## src/design/fft_ram.sv

```systemverilog
`default_nettype none
module fft_ram #(
  parameter int unsigned Width = 32,
  parameter int unsigned Depth = 64
) (
  input  wire logic                     clk_i,
  input  wire logic                     we_i,
  input  wire logic [$clog2(Depth)-1:0] waddr_i,
  input  wire logic [Width-1:0]         wdata_i,
  input  wire logic [$clog2(Depth)-1:0] raddr_i,
  output logic      [Width-1:0]         rdata_o
);
  logic [Width-1:0] mem_q [Depth];

  always_ff @(posedge clk_i) begin
    if (we_i) mem_q[waddr_i] <= wdata_i;
    rdata_o <= mem_q[raddr_i];
  end
endmodule
`default_nettype wire

```

## config.mk

```make
export PLATFORM = sky130hd
export DESIGN_NAME = fft_ram
export DESIGN_NICKNAME = d
export VERILOG_FILES = /design/src/design/fft_ram.sv
export SDC_FILE = /design/constraint.sdc
export NUM_CORES = 2
export LEC_CHECK = 0
export BUFFER_PORTS_ARGS = -buffer_cell sky130_fd_sc_hd__buf_2
export CELL_PAD_IN_SITES_DETAIL_PLACEMENT = 1
export CELL_PAD_IN_SITES_GLOBAL_PLACEMENT = 1
export CORE_MARGIN = 2
export CORE_UTILIZATION = 53
export DETAILED_ROUTE_END_ITERATION = 6
export GPL_ROUTABILITY_DRIVEN = 0
export PLACE_DENSITY = 0.74
export SLEW_MARGIN = 40
export SYNTH_ARGS = -nofsm -noshare
export SYNTH_HDL_FRONTEND = slang
export SYNTH_SLANG_ARGS = --single-unit
```

## constraint.sdc

```tcl
create_clock -name clk_i -period 4.3 [get_ports clk_i]
set_input_delay 0.43 -clock clk_i [delete_from_list [all_inputs] [get_ports clk_i]]
set_output_delay 0.43 -clock clk_i [all_outputs]
set_load 0.02 [all_outputs]
```

==> flow_summary.json <==
{
  "synthCells": 3324,
  "synth_top_area_share_pct": 78.33,
  "worst_path_largest_cell_delay_ns": 0.75,
  "dr.pass1.iters": 5,
  "wl_mm": 218.9,
  "cp.required_ns": 4.96,
  "synth-seq-cells": 2080,
  "rsz0062_at_grt": "no",
  "seq_area_frac_synth_pct": 79.14,
  "crit_path_start_kind": "input port",
  "maxCapViolCount": 0,
  "synth_xor_area_share_pct": 0,
  "regToRegEndpoint": "rdata_o[16]",
  "antenna_found_initial": 17,
  "fp.coreArea_sq_mm": 0.1475,
  "grt_max_degree": 76,
  "vias_per_cell": 6.687,
  "clock_skew_ns": 0.02541,
  "cts_resized": 0,
  "synth_compound_area_share_pct": 1.673,
  "cts_hold_buf": 2,
  "worst-r2r-cell-count": 5,
  "drive_gt1_share_pct": 31.10,
  "path_max_fanout": 73,
  "critPathSlowestCell": "a21oi_1",
  "cp.arrival_ns": 3.63,
  "worst_slew_pin_slew_ns": 0.9498,
  "vias": 38230,
  "h-tree-depth": 4,
  "die_x_um": 388.9,
  "pin_count": 78,
  "grt_pass1_wl_mm": 309.7,
  "finalNetCount": 3658,
  "synthSimpleGateAreaFrac_pct": 1.265,
  "gr-total-overflow": 0,
  "grt_pass1_vias": 40420,
  "yosysWarningCount": 0,
  "wire_per_inst_um": 38.28,
  "leakagePower_nw": 27.97,
  "synth_fp_nets": 3370,
  "synth_top_family_by_area": "multiplexers",
  "clock-sinks": 2080,
  "hold_depth": 1,
  "clk_latency_ns": 0.83,
  "worstSetupPathType": "in2reg",
  "critical_path.cell_chain": "buf_8 -> buf_12 -> buf_12 -> mux4_2 -> o221ai_1 -> a21oi_1 -> a21oi_1 -> nor2_1",
  "timing.rr.start": "mem_q[38][16]",
  "setup_violations": 0,
  "post_cts_buffers": 0,
  "hold_viol": 0,
  "synth.cell_area_sq_mm": 0.07852,
  "ir_drop_v": 0.0004144,
  "outcome": "finished, final reports clean",
  "path_clk_slew_ns": 0.06,
  "fin_tns_setup_ns": 0,
  "synth_cell_types": 34,
  "slew_headroom_pct": 36.68,
  "synth_area_per_cell_sq_um": 23.62,
  "die_h_um": 388.9,
  "fmax_ghz": 0.3366,
  "core.rowCount": 141,
  "min_path_type": "in2reg",
  "synth.area.mux_share_pct": 16.79,
  "dieArea_sq_mm": 0.1512,
  "end_kind": "register",
  "port_buffers": 77,
  "clock_path_buffers": 3,
  "start_util_pct": 53.24,
  "cts_made_buffers": 202,
  "slew_violations": 0,
  "hold_end": "mem_q[59][25]",
  "dp.final_hpwl_mm": 125.6,
  "synthToLayoutAreaGrowth_pct": 13.82,
  "grtUsageTotal_pct": 29.53,
  "power.density_mw_per_mm2": 475.3,
  "p_total_w": 0.04248,
  "r2r_slack_ns": 1.85,
  "period_share_pct": 69.09,
  "drc": 0,
  "dr.first_iter.drc_count": 5187,
  "clock_tree.root_cell": "clkbuf_16",
  "antenna_left": 0,
  "fin_crit_ns": 2.971,
  "synthAdderAreaFrac_pct": 0,
  "yosys.area.top_type": "edfxtp_1",
  "cts_tree": "built",
  "synthTopCellsByArea": "edfxtp_1 78%, mux4_2 16%, mux2i_1 1.2%, dfxtp_1 0.82%, o22ai_1 0.67%",
  "hp-start": "wdata_i[25]"
}
## state kept, by name, indices dropped and copies added, names as in the netlist
| name | flops |
|---|---|
| mem_q | 2048 |
| rdata_o | 32 |
## cells by family (layout without fill, tap and decap cells)
| family | Yosys count | after routing |
|---|---|---|
| other cells | 0 | 3 |
| mux | 637 | 637 |
| buf+inv | 182 | 642 |
| simple gates | 223 | 223 |
| flops | 2080 | 2080 |
| compound gates | 202 | 202 |
## worst max-delay path: cells and delay by family
family | cells | cell delay, ns
AND/OR/NAND/NOR | 1 | 0.11
AO/OA/AOI/OAI | 3 | 1.12
multiplexers | 1 | 0.56
buffers and inverters | 3 | 1.25
## final cells by class
class	count	area, sq um
antenna	3	7.507
clock buffer	269	5524
clock inverter	107	1036
fill	11800	58120
multi-input combinational	1062	16050
sequential	2080	62140
tap	1930	2415
timing repair buffer	266	2200
## per-layer routing
metal,part of all wire [%],GRT usage (%),vias up
met5,0.026,0,-
met4,4.0,10.94,8
met3,10,6.159,442
met2,49,48.27,2280
met1,36,39.75,20640
li1,-,-,14860
## synthesized netlist by cell type
cell type / number
a41o_1: 4
and3_1: 4
buf_4: 25
or2_0: 1
mux2i_1: 93
a31oi_1: 1
mux4_2: 544
nand3b_1: 5
or2_2: 1
nor2_1: 137
nor2b_1: 15
or3b_1: 2
or3b_2: 3
nor3_1: 7
nand4_1: 2
clkbuf_1: 74
buf_2: 57
a22oi_1: 12
nand3_1: 5
or3_1: 3
a311oi_1: 8
buf_1: 21
nand4b_1: 1
o32ai_1: 4
a21oi_1: 62
nand2b_1: 8
and2_1: 2
o221ai_1: 27
or2_1: 1
buf_6: 5
nand2_1: 26
o22ai_1: 84
dfxtp_1: 32
edfxtp_1: 2048
## placed cells by master (no fill, tap or decap), drive strengths merged, types with 4 or more instances in the layout
cell type,synthesis,layout
a21oi,62,62
a22oi,12,12
a311oi,8,8
a41o,4,4
and3,4,4
buf,108,264
bufinv,0,19
clkbuf,74,269
clkinv,0,82
dfxtp,32,32
edfxtp,2048,2048
mux2i,93,93
mux4,544,544
nand2,26,26
nand2b,8,8
nand3,5,5
nand3b,5,5
nor2,137,137
nor2b,15,15
nor3,7,7
o221ai,27,27
o22ai,84,84
o32ai,4,4
or3b,5,5
## metrics by stage
stage | cell area (sq um) | setup slack, ns | std cells | util [%] | hold slack (ns)
floorplan | 78520 | 0.7102 | 3324 | - | 0.5289
global placement | 82540 | 0.5834 | 5328 | 55.97 | 0.6591
detailed placement | 82710 | 0.5254 | 5332 | 56.08 | 0.6566
CTS | 89290 | 1.409 | 5710 | 60.54 | 0.03130
global route | 89360 | 1.176 | 5714 | 60.59 | 0.06370
finish | 89370 | 1.329 | 5717 | 60.60 | 0.08339
## power breakdown
group | switching (W) | internal (W) | leakage (nW)
clock | 0.00752 | 0.0101 | 3.21
combinational | 0.00147 | 0.000786 | 6.07
sequential | 0.000117 | 0.0224 | 18.7
total | 0.00911 | 0.0334 | 28.0
## worst max path at each step
stage	depth (start not counted)	slack, ns	start	end
after floorplan	4	0.71	waddr_i[3]	mem_q[48][0]
after global placement	7	0.58	raddr_i[0]	rdata_o[23]
after detailed placement	7	0.53	raddr_i[0]	rdata_o[23]
after CTS	7	1.41	raddr_i[0]	rdata_o[23]
after global routing	7	1.18	raddr_i[0]	rdata_o[23]
final	8	1.33	raddr_i[1]	rdata_o[1]
(Power assumes the default switching activity.)
